**config.mk**
```make
export PLATFORM = sky130hd
export DESIGN_NAME = abs_encoder_frame_decoder
export DESIGN_NICKNAME = d
export VERILOG_FILES = /design/src/sv/aefd_pkg.sv /design/src/sv/abs_encoder_frame_decoder.sv
export VERILOG_INCLUDE_DIRS = /design/src /design/src/sv
export SDC_FILE = /design/constraint.sdc
export NUM_CORES = 1
export LEC_CHECK = 0
export BUFFER_PORTS_ARGS = -buffer_cell sky130_fd_sc_hd__buf_2
export CAP_MARGIN = 20
export CORE_UTILIZATION = 40
export CTS_BUF_LIST = sky130_fd_sc_hd__clkbuf_4
export CTS_CLUSTER_SIZE = 20
export DETAILED_ROUTE_END_ITERATION = 6
export SYNTH_ARGS = -nofsm -noshare
export SYNTH_HDL_FRONTEND = slang
export SYNTH_SLANG_ARGS = --single-unit
```
**constraint.sdc**
```tcl
create_clock -name i_clk -period 10 [get_ports i_clk]
set_clock_uncertainty 0.2 [all_clocks]
set_input_delay 0.5 -clock i_clk [delete_from_list [all_inputs] [get_ports i_clk]]
set_output_delay 0.5 -clock i_clk [all_outputs]
set_load 0.01 [all_outputs]
```
**src/sv/abs_encoder_frame_decoder_macros.svh**
```systemverilog
// Assertion macros shared by the frame decoder RTL.
`ifndef ABS_ENCODER_FRAME_DECODER_MACROS_SVH
`define ABS_ENCODER_FRAME_DECODER_MACROS_SVH

`ifndef ASSERT_OFF
// Same-cycle implication, disabled while reset is low.
`define AEFD_ASSERT_IMPL(lbl, clk, rst_n, ante, cons) \
    lbl: assert property (@(posedge clk) disable iff (!(rst_n)) (ante) |-> (cons)) \
        else $error("frame decoder assertion failed");
// Next-cycle implication, disabled while reset is low.
`define AEFD_ASSERT_NEXT(lbl, clk, rst_n, ante, cons) \
    lbl: assert property (@(posedge clk) disable iff (!(rst_n)) (ante) |=> (cons)) \
        else $error("frame decoder assertion failed");
`else
`define AEFD_ASSERT_IMPL(lbl, clk, rst_n, ante, cons)
`define AEFD_ASSERT_NEXT(lbl, clk, rst_n, ante, cons)
`endif

`endif

```
**src/sv/aefd_pkg.sv**
```systemverilog
// Package: format and status codes, widths and the CRC-8 byte step of the frame decoder.
package aefd_pkg;

    // Sensor format codes
    localparam logic [2:0] FMT_PARITY = 3'd0;
    localparam logic [2:0] FMT_DUAL   = 3'd1;
    localparam logic [2:0] FMT_PLAIN  = 3'd2;
    localparam logic [2:0] FMT_BURST  = 3'd3;

    // Status codes
    localparam logic [1:0] ST_GOOD  = 2'd0;
    localparam logic [1:0] ST_FAIL  = 2'd1;
    localparam logic [1:0] ST_UNSUP = 2'd2;

    // Register map (word index taken from paddr[2])
    localparam logic REG_FORMAT = 1'b0;
    localparam logic REG_CPR    = 1'b1;

    // Widths and constants
    localparam int FMT_W   = 3;
    localparam int CPR_W   = 25;
    localparam int ANGLE_W = 21;
    localparam int POS_W   = 24;
    localparam int POS14_W = 14;
    localparam int PROD_W  = ANGLE_W + CPR_W;

    localparam logic [CPR_W-1:0] CPR_RESET = 25'd8192;
    localparam logic [7:0]       CRC_POLY  = 8'h07;
    localparam logic [POS_W-1:0] POS_MAX   = 24'hFF_FFFF;

    typedef logic [POS14_W-1:0] t_pos14;

    // One byte of CRC-8, MSB first, no reflection
    function automatic logic [7:0] crc8_byte(input logic [7:0] crc, input logic [7:0] data);
        logic [7:0] c;
        c = crc ^ data;
        for (int b = 0; b < 8; b++) begin
            if (c[7]) begin
                c = {c[6:0], 1'b0} ^ CRC_POLY;
            end else begin
                c = {c[6:0], 1'b0};
            end
        end
        return c;
    endfunction

endpackage

```
**src/sv/abs_encoder_frame_decoder.sv**
```systemverilog
// Top level: absolute-encoder frame checker and decoder, five-stage pipeline.
//
//  channel  | signals                                   | handshake
//  ---------+-------------------------------------------+------------------------------
//  request  | start, busy, i_frame[31:0]                | taken when start && !busy
//  result   | o_valid, o_position[23:0], o_status[1:0]  | one-cycle strobe, no backpressure
//  config   | psel penable pwrite paddr[2:0] pwdata     | APB write, pready tied high
//           | prdata                                    | combinational read data
//
//  One request per cycle; busy is never raised. A taken request passes through the
//  input register, two CRC byte stages, CRC byte three with the 21x25 multiply,
//  then the output select. Reset clears the stage valid bits and sets sensor_format
//  to 0 and counts_per_rev to 8192. No stalls on either side.
`include "abs_encoder_frame_decoder_macros.svh"

module abs_encoder_frame_decoder (
    input  logic        i_clk,
    input  logic        i_rst_n,
    // request channel
    input  logic        start,
    output logic        busy,
    input  logic [31:0] i_frame,
    // result channel
    output logic        o_valid,
    output logic [23:0] o_position,
    output logic [1:0]  o_status,
    // configuration port
    input  logic        psel,
    input  logic        penable,
    input  logic        pwrite,
    input  logic [2:0]  paddr,
    input  logic [31:0] pwdata,
    output logic [31:0] prdata,
    output logic        pready
);

    // Configuration registers
    logic [aefd_pkg::FMT_W-1:0] r_format;
    logic [aefd_pkg::CPR_W-1:0] r_cpr;

    // Stage 1: input register
    logic                       r_v1;
    logic [31:0]                r_frame1;
    logic [aefd_pkg::FMT_W-1:0] r_fmt1;

    // Stage 2: first CRC byte, 16-bit checks
    logic                         r_v2;
    logic [aefd_pkg::FMT_W-1:0]   r_fmt2;
    logic [15:0]                  r_dat2;
    logic [7:0]                   r_crc2;
    logic                         r_fail2;
    aefd_pkg::t_pos14             r_pos2;
    logic [aefd_pkg::ANGLE_W-1:0] r_angle2;

    // Stage 3: second CRC byte
    logic                         r_v3;
    logic [aefd_pkg::FMT_W-1:0]   r_fmt3;
    logic [15:0]                  r_dat3;
    logic [7:0]                   r_crc3;
    logic                         r_fail3;
    aefd_pkg::t_pos14             r_pos3;
    logic [aefd_pkg::ANGLE_W-1:0] r_angle3;

    // Stage 4: third CRC byte and compare, scale multiply
    logic                        r_v4;
    logic [aefd_pkg::FMT_W-1:0]  r_fmt4;
    logic                        r_crc_ok4;
    logic                        r_fail4;
    aefd_pkg::t_pos14            r_pos4;
    logic [aefd_pkg::PROD_W-1:0] r_prod4;

    // Output stage
    logic                       r_valid;
    logic [aefd_pkg::POS_W-1:0] r_position;
    logic [1:0]                 r_status;

    logic                         cfg_wr;
    logic                         acc;
    logic [15:0]                  word1;
    logic                         n_fail2;
    aefd_pkg::t_pos14             n_pos2;
    logic [aefd_pkg::CPR_W-1:0]   scaled;
    logic [aefd_pkg::POS_W-1:0]   n_position;
    logic [1:0]                   n_status;

    assign busy   = 1'b0;
    assign pready = 1'b1;
    assign acc    = start && !busy;
    assign cfg_wr = psel && penable && pwrite && pready;

    // Register writes
    always_ff @(posedge i_clk) begin
        if (!i_rst_n) begin
            r_format <= aefd_pkg::FMT_PARITY;
            r_cpr    <= aefd_pkg::CPR_RESET;
        end else if (cfg_wr) begin
            case (paddr[2])
                aefd_pkg::REG_FORMAT: r_format <= pwdata[aefd_pkg::FMT_W-1:0];
                aefd_pkg::REG_CPR:    r_cpr    <= pwdata[aefd_pkg::CPR_W-1:0];
                default:              r_format <= r_format;
            endcase
        end
    end

    // Register reads
    always_comb begin
        case (paddr[2])
            aefd_pkg::REG_FORMAT: prdata = {{(32-aefd_pkg::FMT_W){1'b0}}, r_format};
            aefd_pkg::REG_CPR:    prdata = {{(32-aefd_pkg::CPR_W){1'b0}}, r_cpr};
            default:              prdata = '0;
        endcase
    end

    // Valid bits
    always_ff @(posedge i_clk) begin
        if (!i_rst_n) begin
            r_v1    <= 1'b0;
            r_v2    <= 1'b0;
            r_v3    <= 1'b0;
            r_v4    <= 1'b0;
            r_valid <= 1'b0;
        end else begin
            r_v1    <= acc;
            r_v2    <= r_v1;
            r_v3    <= r_v2;
            r_v4    <= r_v3;
            r_valid <= r_v4;
        end
    end

    // Stage 2 logic: parity checks for the 16-bit formats
    assign word1 = r_frame1[15:0];
    always_comb begin
        case (r_fmt1)
            aefd_pkg::FMT_PARITY: n_fail2 = (^word1) | word1[14];
            aefd_pkg::FMT_DUAL:   n_fail2 = ~(^(word1 & 16'h5555)) | ~(^(word1 & 16'hAAAA));
            default:              n_fail2 = 1'b0;
        endcase
        if (r_fmt1 == aefd_pkg::FMT_PLAIN) begin
            n_pos2 = word1[15:2];
        end else begin
            n_pos2 = word1[13:0];
        end
    end

    // Stage 5 logic: scale, saturate and select
    assign scaled = r_prod4[aefd_pkg::PROD_W-1:aefd_pkg::ANGLE_W];
    always_comb begin
        n_position = '0;
        n_status   = aefd_pkg::ST_GOOD;
        case (r_fmt4)
            aefd_pkg::FMT_PARITY,
            aefd_pkg::FMT_DUAL,
            aefd_pkg::FMT_PLAIN: begin
                if (r_fail4) begin
                    n_status = aefd_pkg::ST_FAIL;
                end else begin
                    n_position = {{(aefd_pkg::POS_W-aefd_pkg::POS14_W){1'b0}}, r_pos4};
                end
            end
            aefd_pkg::FMT_BURST: begin
                if (!r_crc_ok4) begin
                    n_status = aefd_pkg::ST_FAIL;
                end else if (scaled[aefd_pkg::CPR_W-1]) begin
                    n_position = aefd_pkg::POS_MAX;
                end else begin
                    n_position = scaled[aefd_pkg::POS_W-1:0];
                end
            end
            default: n_status = aefd_pkg::ST_UNSUP;
        endcase
    end

    // Payload pipeline
    always_ff @(posedge i_clk) begin
        // stage 1
        r_frame1 <= i_frame;
        r_fmt1   <= r_format;
        // stage 2
        r_fmt2   <= r_fmt1;
        r_dat2   <= r_frame1[15:0];
        r_crc2   <= aefd_pkg::crc8_byte(8'h00, r_frame1[31:24]);
        r_fail2  <= n_fail2;
        r_pos2   <= n_pos2;
        r_angle2 <= r_frame1[31:11];
        // stage 3: byte1 sits in the angle bits 12:5
        r_fmt3   <= r_fmt2;
        r_dat3   <= r_dat2;
        r_crc3   <= aefd_pkg::crc8_byte(r_crc2, {r_angle2[12:5]});
        r_fail3  <= r_fail2;
        r_pos3   <= r_pos2;
        r_angle3 <= r_angle2;
        // stage 4
        r_fmt4    <= r_fmt3;
        r_crc_ok4 <= (aefd_pkg::crc8_byte(r_crc3, r_dat3[15:8]) == r_dat3[7:0]);
        r_fail4   <= r_fail3;
        r_pos4    <= r_pos3;
        r_prod4   <= aefd_pkg::PROD_W'(r_angle3) * aefd_pkg::PROD_W'(r_cpr);
        // output
        if (r_v4) begin
            r_position <= n_position;
            r_status   <= n_status;
        end
    end

    assign o_valid    = r_valid;
    assign o_position = r_position;
    assign o_status   = r_status;

    // Assertions
    `AEFD_ASSERT_IMPL(a_latency, i_clk, i_rst_n, acc, ##5 o_valid)
    `AEFD_ASSERT_IMPL(a_zero_on_error, i_clk, i_rst_n, o_valid && (o_status != aefd_pkg::ST_GOOD), o_position == '0)
    `AEFD_ASSERT_NEXT(a_unsup, i_clk, i_rst_n, r_v4 && (r_fmt4 > aefd_pkg::FMT_BURST), o_valid && (o_status == aefd_pkg::ST_UNSUP))
    `AEFD_ASSERT_NEXT(a_plain_good, i_clk, i_rst_n, r_v4 && (r_fmt4 == aefd_pkg::FMT_PLAIN), o_status == aefd_pkg::ST_GOOD)

endmodule
```
==> results of run 1 <==
-- kinds of logic (layout without fill, tap and decap cells) --
logic type      count (synthesis)  in the layout  share of synthesized area [%]
mux                            20             20                          0.915
fa+ha+maj                     586            586                           43.7
buf+inv                       611            798                           9.65
flops                         254            254                           22.1
simple gates                  764            764                           15.5
compound gates                172            172                           4.65
other cells                     2             10                         0.0310
xor+xnor                       96             96                           3.47
-- synth_stat cells, types with 10 or more instances --
cell type,number
fa_1,433
nor3_1,11
a21boi_0,24
clkbuf_1,122
mux2_2,17
dfxtp_1,228
o21ai_0,30
nand3_1,16
nand2_1,354
xnor2_1,73
nand4_1,14
inv_1,476
a31oi_1,10
and2_1,291
ha_1,153
nor2_1,54
a21o_1,23
edfxtp_1,26
a21oi_1,39
xor2_1,23
-- cell type report --
cell class | count | area, sq um
well taps | 773 | 967
inverters | 479 | 1800
repair buffers | 221 | 1570
diodes | 1 | 2.50
clock buffers | 82 | 616
clock inverters | 16 | 93.8
fillers | 5708 | 32400
flip-flops and latches | 254 | 5350
multi-input cells | 1647 | 16500
-- power by group through the flow --
stage / Sequential [mW] / Combinational, mW / Clock [mW]
5_1_grt: 1.19 / 1.05 / 0.865
3_3_place_gp: 1.20 / 0.898 / 0
3_5_place_dp: 1.20 / 0.908 / 0
2_1_floorplan: 1.18 / 0.675 / 0
4_1_cts: 1.18 / 0.935 / 0.815
6_report: 1.18 / 0.930 / 0.791
-- state kept, by name (all words and copies together), names as in the netlist, 8 cells and up --
name / cells
r_cpr: 25
r_angle3: 21
r_prod4: 25
o_position: 24
r_pos2: 14
r_pos3: 14
r_angle2: 21
r_frame1: 32
r_crc2: 8
r_dat2: 11
r_crc3: 8
r_pos4: 14
r_dat3: 11
-- stage by stage --
step / util, % / instances / setup slack, ns / hold slack (ns) / power [mW]
3_3_place_gp: 43.1 / 3312 / 2.44 / 0.111 / 2.10
5_1_grt: 45.4 / 3473 / 2.01 / 0.106 / 3.11
6_report: 45.4 / 3473 / 2.34 / 0.0984 / 2.90
4_1_cts: 45.3 / 3470 / 2.30 / 0.0881 / 2.93
2_1_floorplan: - / 2512 / 3.37 / 0.110 / 1.86
3_5_place_dp: 43.1 / 3314 / 2.38 / 0.112 / 2.11
-- worst max path at each step --
stage                            start           to  slack (ns)
after floorplan           r_angle3[12]  r_prod4[42]        3.37
after global placement       r_cpr[11]  r_prod4[43]        2.44
after detailed placement     r_cpr[11]  r_prod4[41]        2.38
after CTS                    r_cpr[11]  r_prod4[41]        2.30
after global routing          r_cpr[6]  r_prod4[43]        2.01
final                     r_angle3[11]  r_prod4[43]        2.34
-- layer usage --
metal  track usage, %  vias up
li1                 -     7792
met1             28.0     8646
met2             36.5      536
met3             3.22      136
met4             8.19        4
met5                0        -
-- layout by cell type, fill, tap and decap left out, drive strengths merged, types with 16 or more instances in the layout --
cell / n
a21oi: 40
edfxtp: 26
a21boi: 26
dfxtp: 228
xnor2: 73
inv: 481
clkbuf: 82
fa: 433
mux2: 17
dlygate4sd3: 58
and2: 291
nand3: 16
a21o: 23
nor2: 54
ha: 153
o21ai: 39
nand2: 354
buf: 163
xor2: 23
-- worst register-to-register path: cells and delay by family, from the launching register on --
kind                     cells  cell delay (ns)
adder cells (fa/ha/maj)      8             3.68
AO/OA/AOI/OAI                6             1.82
flip-flops                   1             0.87
buffers and inverters        5             0.60
AND/OR/NAND/NOR              2             0.30
XOR/XNOR                     1             0.15
==> metrics, run 1 <==
status complete, no violations; DRC violations left 0; RSZ-0062 raised after global routing no; synth unique cells 54; CP endpoint kind flop; crit start category flop; Synth Instances 2505; Reg-to-Reg Start r_angle3[11]; post-DP HPWL 44900 um; Post-CTS Resized 0; top cell type's share of synthesized area 35.8%; nets 3317; Async SR Flop Fraction 0%; die area 61500 sq um; IO Pins 134; Max FO, Critical Path 15; Hold Crit Start r_fmt2[2]; combinational share of power 32.1%; M1 WL 26000 um; met3 wire length 4150 um; Top Metal Used met5; area leader, netlist fa_1; Reg power frac 40.7%; Clk Tree Root Cell clkbuf_4; CP Class reg2reg; Final Wtd Congestion 0.906; Vias per Instance 4.93; hold path depth 0; power share of the clock group 27.3%; cell repeated most along the worst path fa_1; later-pin clock latency in the skew report 0.73 ns; Hold Violations, Final 0; global-route wire length before repair 102000 um; Post-DP Area 25600 sq um; TritonCTS Sinks 254; Wirelength per Cell 18.2 um; setup TNS 0 ns; Initial Utilization 40.8%; max_slew headroom 22.3%; initial antenna violation count 5; share of layout cells above drive strength 1 10.5%; # hold bufs at CTS 58; Final setup viols 0; Crit path depth 22; Clock transition at path regs 0.07 ns; vias in the first global route 18700; CTS Buffer Depth 3; Core Area 59400 sq um; Die X 248 um; CTS tree built; fin. max-slew vios 0; worst min-delay path class reg2reg; vias 17100; worst r2r dst r_prod4[43]; post-CTS setup buffers 0; WHS Endpoint r_fmt3[2]; cells along the critical path buf_4 -> and2_1 -> fa_1 -> inv_1 -> fa_1 -> fa_1 -> inv_1 -> fa_1 -> fa_1 -> fa_1 -> inv_1 -> fa_1 -> inv_1 -> ha_1 -> a21oi_1 -> o22ai_1 -> a211oi_1 -> nand2_1 -> a31oi_1 -> o21ai_1 -> a31oi_1 -> xnor2_1; Int Pwr 1.89 mW; WP data required 10.42 ns; Mapped Area 24200 sq um; first-pass detailed-route iteration total 7; maxcap violations 0; highest clock rate 131 MHz; Leak Pwr 13.3 nW; Worst EP arrival 8.08 ns; number of synthesized flops with an enable pin 26; H-tree depth 2; syn_area_per_cell 9.66 sq um; Detailed Route WL 63200 um; Crit-path slowest cell dfxtp_1; R2R setup slack 2.34 ns; all-layer global routing usage 21.6%; CTS buffer count 55; Seq/Total Area, Yosys 22.1%; Ys Warns 0; delay-heaviest family, CP adder cells; fin area 26900 sq um; PwrDens 108 nW/um^2; Reg2Reg Depth 22; Die Ht 248 um; Peak VDD IR 122 uV; crit path buf inv count 5; post-route ant nets 0; flop and latch count out of synthesis 254; GRT Residual Overflow 0; initial DRC count 894; num rows 89; largest cells by area after synthesis fa_1 36%, dfxtp_1 19%, ha_1 7.9%; area grow syn2layout 11.3%; # port buffers 115; Sw Share 34.9%; slowest cell delay on critical path 0.87 ns; largest net degree at the start of global routing 34; Worst-Margin Slew 1.16 ns; Net Sw Power 1.01 mW; metal2 WL 30600 um; final cycle utilization of the critical path 76.6%; Post-synth top flop dfxtp_1; Tmin final 7.66 ns
(Power assumes the default switching activity.)
==> run 2: changes to the inputs <==
--- a/config.mk
+++ b/config.mk
@@ -6,6 +6,7 @@
 export SDC_FILE = /design/constraint.sdc
 export NUM_CORES = 1
 export LEC_CHECK = 0
+export ABC_AREA = 1
 export BUFFER_PORTS_ARGS = -buffer_cell sky130_fd_sc_hd__buf_2
 export CAP_MARGIN = 20
 export CORE_UTILIZATION = 40
==> constraint.sdc (replaced) <==
create_clock -name i_clk -period 8 [get_ports i_clk]
set_clock_uncertainty 0.2 [all_clocks]
set_input_delay 0.4 -clock i_clk [delete_from_list [all_inputs] [get_ports i_clk]]
set_output_delay 0.4 -clock i_clk [all_outputs]
set_load 0.01 [all_outputs]
==> run 2 against run 1 <==
  * Worst hold slack got worse by 0.017 ns
  * Largest cell class unchanged
  * Setup slack got worse by 1.4 ns
  * Clock power grew 52%
  * Critical path depth did not move
  * Synthesized area rose by 5.8%
==> metrics, run 2 <==
status complete, no violations; Clock transition at path regs 0.06 ns (about the same); Mapped Area 25600 sq um (+5.8%); IO Pins 134 (unchanged); later-pin clock latency in the skew report 0.76 ns (+0.03 ns); TritonCTS Sinks 254 (unchanged); Async SR Flop Fraction 0% (unchanged); largest cells by area after synthesis fa_1 34%, dfxtp_1 18%, inv_1 12%; Die X 255 um (+2.8%); highest clock rate 142 MHz (+8.8%); main combinational cell family by area after synthesis adder cells; # hold bufs at CTS 66 (+14%); PwrDens 168 nW/um^2 (+56%); final cycle utilization of the critical path 88.0% (+11 points); Post-Synth Simple-Gate Area 16.5% (+1.1 points); syn_area_per_cell 8.10 sq um (-16%); num rows 92 (+3.4%); adder-cell share of the synthesized area 41.3% (-2.4 points); Final setup viols 0 (unchanged); maxcap violations 0 (unchanged); cell repeated most along the worst path fa_1; synth unique cells 41 (-24%); CTS Buffer Depth 3 (unchanged); share of layout cells above drive strength 1 9.44% (-1.1 points); area grow syn2layout 12.3%; most frequent cell after synthesis inv_1; Synth Instances 3159 (+26%); slowest cell delay on critical path 1.06 ns (+0.19 ns); Leak Pwr 16.3 nW (+23%); Cells after DPL 4045 (+22%); CP endpoint kind flop; top cell type's share of synthesized area 33.9% (-2.0 points); Peak VDD IR 148 uV (+22%); global-route wire length before repair 107000 um (+5.6%); largest net degree at the start of global routing 34 (unchanged); cells along the critical path nand2_1 -> fa_1 -> inv_1 -> fa_1 -> inv_1 -> fa_1 -> inv_1 -> fa_1 -> fa_1 -> fa_1 -> inv_1 -> fa_1 -> inv_1 -> ha_1 -> a21oi_1 -> o21ai_0 -> a21oi_1 -> nor2_1 -> nor3_1 -> nand2_1 -> nand2_1 -> nand2_1; GRT Residual Overflow 0 (unchanged); Ys Warns 0 (unchanged); crit start category flop; delay-heaviest family, CP adder cells; Synth Area in Compound Gates 3.44% (-1.2 points); most common cell after layout, fill and taps aside inv_1; xor/xnor share of the synthesized area 3.09% (-0.39 points); Initial Utilization 40.5% (-0.25 points); Core Area 63200 sq um (+6.5%); hold_ws 0.0816 ns (-0.0168 ns); Max FO, Critical Path 21 (+6); max reg flops 32 (unchanged); DRC violations left 0 (unchanged); first-pass detailed-route iteration total 6 (-1); Wirelength per Cell 15.5 um (-15%); RSZ-0062 raised after global routing no; WP data required 8.37 ns (-2.05 ns); flop and latch count out of synthesis 254 (unchanged); worst min-delay path class reg2reg; area leader, netlist fa_1; nets 3996 (+20%); initial DRC count 1097 (+23%); all-layer global routing usage 21.5% (-0.11 points); Clk Tree Root Cell clkbuf_4; post-route ant nets 0 (unchanged); crit path buf inv count 5 (unchanged); number of synthesized flops with an enable pin 26 (unchanged); most frequent cells in the layout 825 x inv_1, 794 x nand2_1, 433 x fa_1, 228 x dfxtp_1, 189 x nor2_1; post-CTS setup buffers 0 (unchanged); post-DP HPWL 53800 um (+20%); Post-CTS Resized 0 (unchanged); setup TNS 0 ns (unchanged); Largest regs r_frame1 x32, r_cpr x25, r_prod4 x25; Final Wtd Congestion 0.951 (+5.0%); Largest Register r_frame1; final non-filler cell total 4239 (+22%); die area 65000 sq um (+5.8%); mux cell area share after synthesis 0.0440% (-0.87 points); CTS tree built; Seq/Total Area, Yosys 20.9% (-1.2 points); Worst-Margin Slew 1.14 ns (-0.0211 ns); Tmin final 7.04 ns (-0.618 ns); # port buffers 115 (unchanged); Crit-path slowest cell dfxtp_1; initial antenna violation count 5 (unchanged); Die Ht 255 um (+2.8%); Vias per Instance 4.59 (-6.9%); top cells by count, synth 825 x inv_1, 794 x nand2_1, 433 x fa_1, 228 x dfxtp_1, 189 x nor2_1; Worst EP arrival 7.42 ns (-0.66 ns); Detailed Route WL 65700 um (+4.0%); CP Class reg2reg; vias 19400 (+14%); fin. max-slew vios 0 (unchanged); CTS buffer count 68 (+24%); H-tree depth 3 (+1); Post-synth top flop dfxtp_1; Hold Violations, Final 0 (unchanged); max_slew headroom 23.8% (+1.5 points); vias in the first global route 20500 (+9.4%)
[run 2: cell count changes after synthesis, moves of 29 or more]
cell     delta
xnor2_1    -29
o21ai_0    +42
nand3_1    +50
and2_1    -291
nand2_1   +440
inv_1     +349
nor2_1    +135
[run 2: worst paths after layout]
check	start	endpoint	slack, ns	depth (start not counted)
setup / recovery	r_angle3[6]	r_prod4[40]	0.96	22
hold / removal	r_fmt3[2]	r_fmt4[2]	0.08	0
setup reg to reg	r_angle3[6]	r_prod4[40]	0.96	22
hold reg to reg	r_fmt3[2]	r_fmt4[2]	0.08	0
[run 2: final cells by class]
type | count | area (sq um)
fillers | 6306 | 34500
multi-input cells | 1928 | 16500
flip-flops and latches | 254 | 5350
inverters | 843 | 3160
repair buffers | 242 | 1710
well taps | 846 | 1060
clock buffers | 102 | 766
clock inverters | 20 | 150
diodes | 4 | 10.0
[run 2: kinds of logic after synthesis]
logic type | count (synthesis)
simple gates | 1081
xor+xnor | 86
compound gates | 165
flops | 254
fa+ha+maj | 586
mux | 1
buf+inv | 984
other cells | 2
[run 2: worst register-to-register path: stages, from the launching register on]
cell and delay (ns):
dfxtp_1 1.06, nand2_1 0.21, fa_1 0.57, inv_1 0.05
fa_1 0.53, inv_1 0.05, fa_1 0.50, inv_1 0.05
fa_1 0.55, fa_1 0.43, fa_1 0.55, inv_1 0.07
fa_1 0.48, inv_1 0.04, ha_1 0.35, a21oi_1 0.20
o21ai_0 0.15, a21oi_1 0.38, nor2_1 0.08, nor3_1 0.22
nand2_1 0.08, nand2_1 0.06, nand2_1 0.06
[run 2: through the flow]
| step | util (%) | setup WS (ns) | cell area, sq um | total power [mW] |
|---|---|---|---|---|
| floorplan | - | 1.95 | 25600 | 2.98 |
| global placement | 42.9 | 1.06 | 27100 | 3.65 |
| detailed placement | 42.9 | 1.01 | 27100 | 3.64 |
| CTS | 45.4 | 0.996 | 28700 | 4.91 |
| global route | 45.5 | 0.565 | 28700 | 5.27 |
| finish | 45.5 | 0.958 | 28700 | 4.82 |
[run 2: power breakdown]
group / total (mW) / switching [mW] / internal, mW
clock network: 1.20 / 0.543 / 0.653
registers: 1.55 / 0.112 / 1.43
logic: 2.08 / 1.31 / 0.771
[run 2: layer usage]
layer	share of wire, %	routed length (um)	GRT usage [%]	up-vias
li1	-	-	-	9421
met1	43	28100	27.4	9450
met2	49	31900	37.0	467
met3	5.7	3720	3.63	104
met4	2.9	1930	7.27	0
met5	0	0	0	-
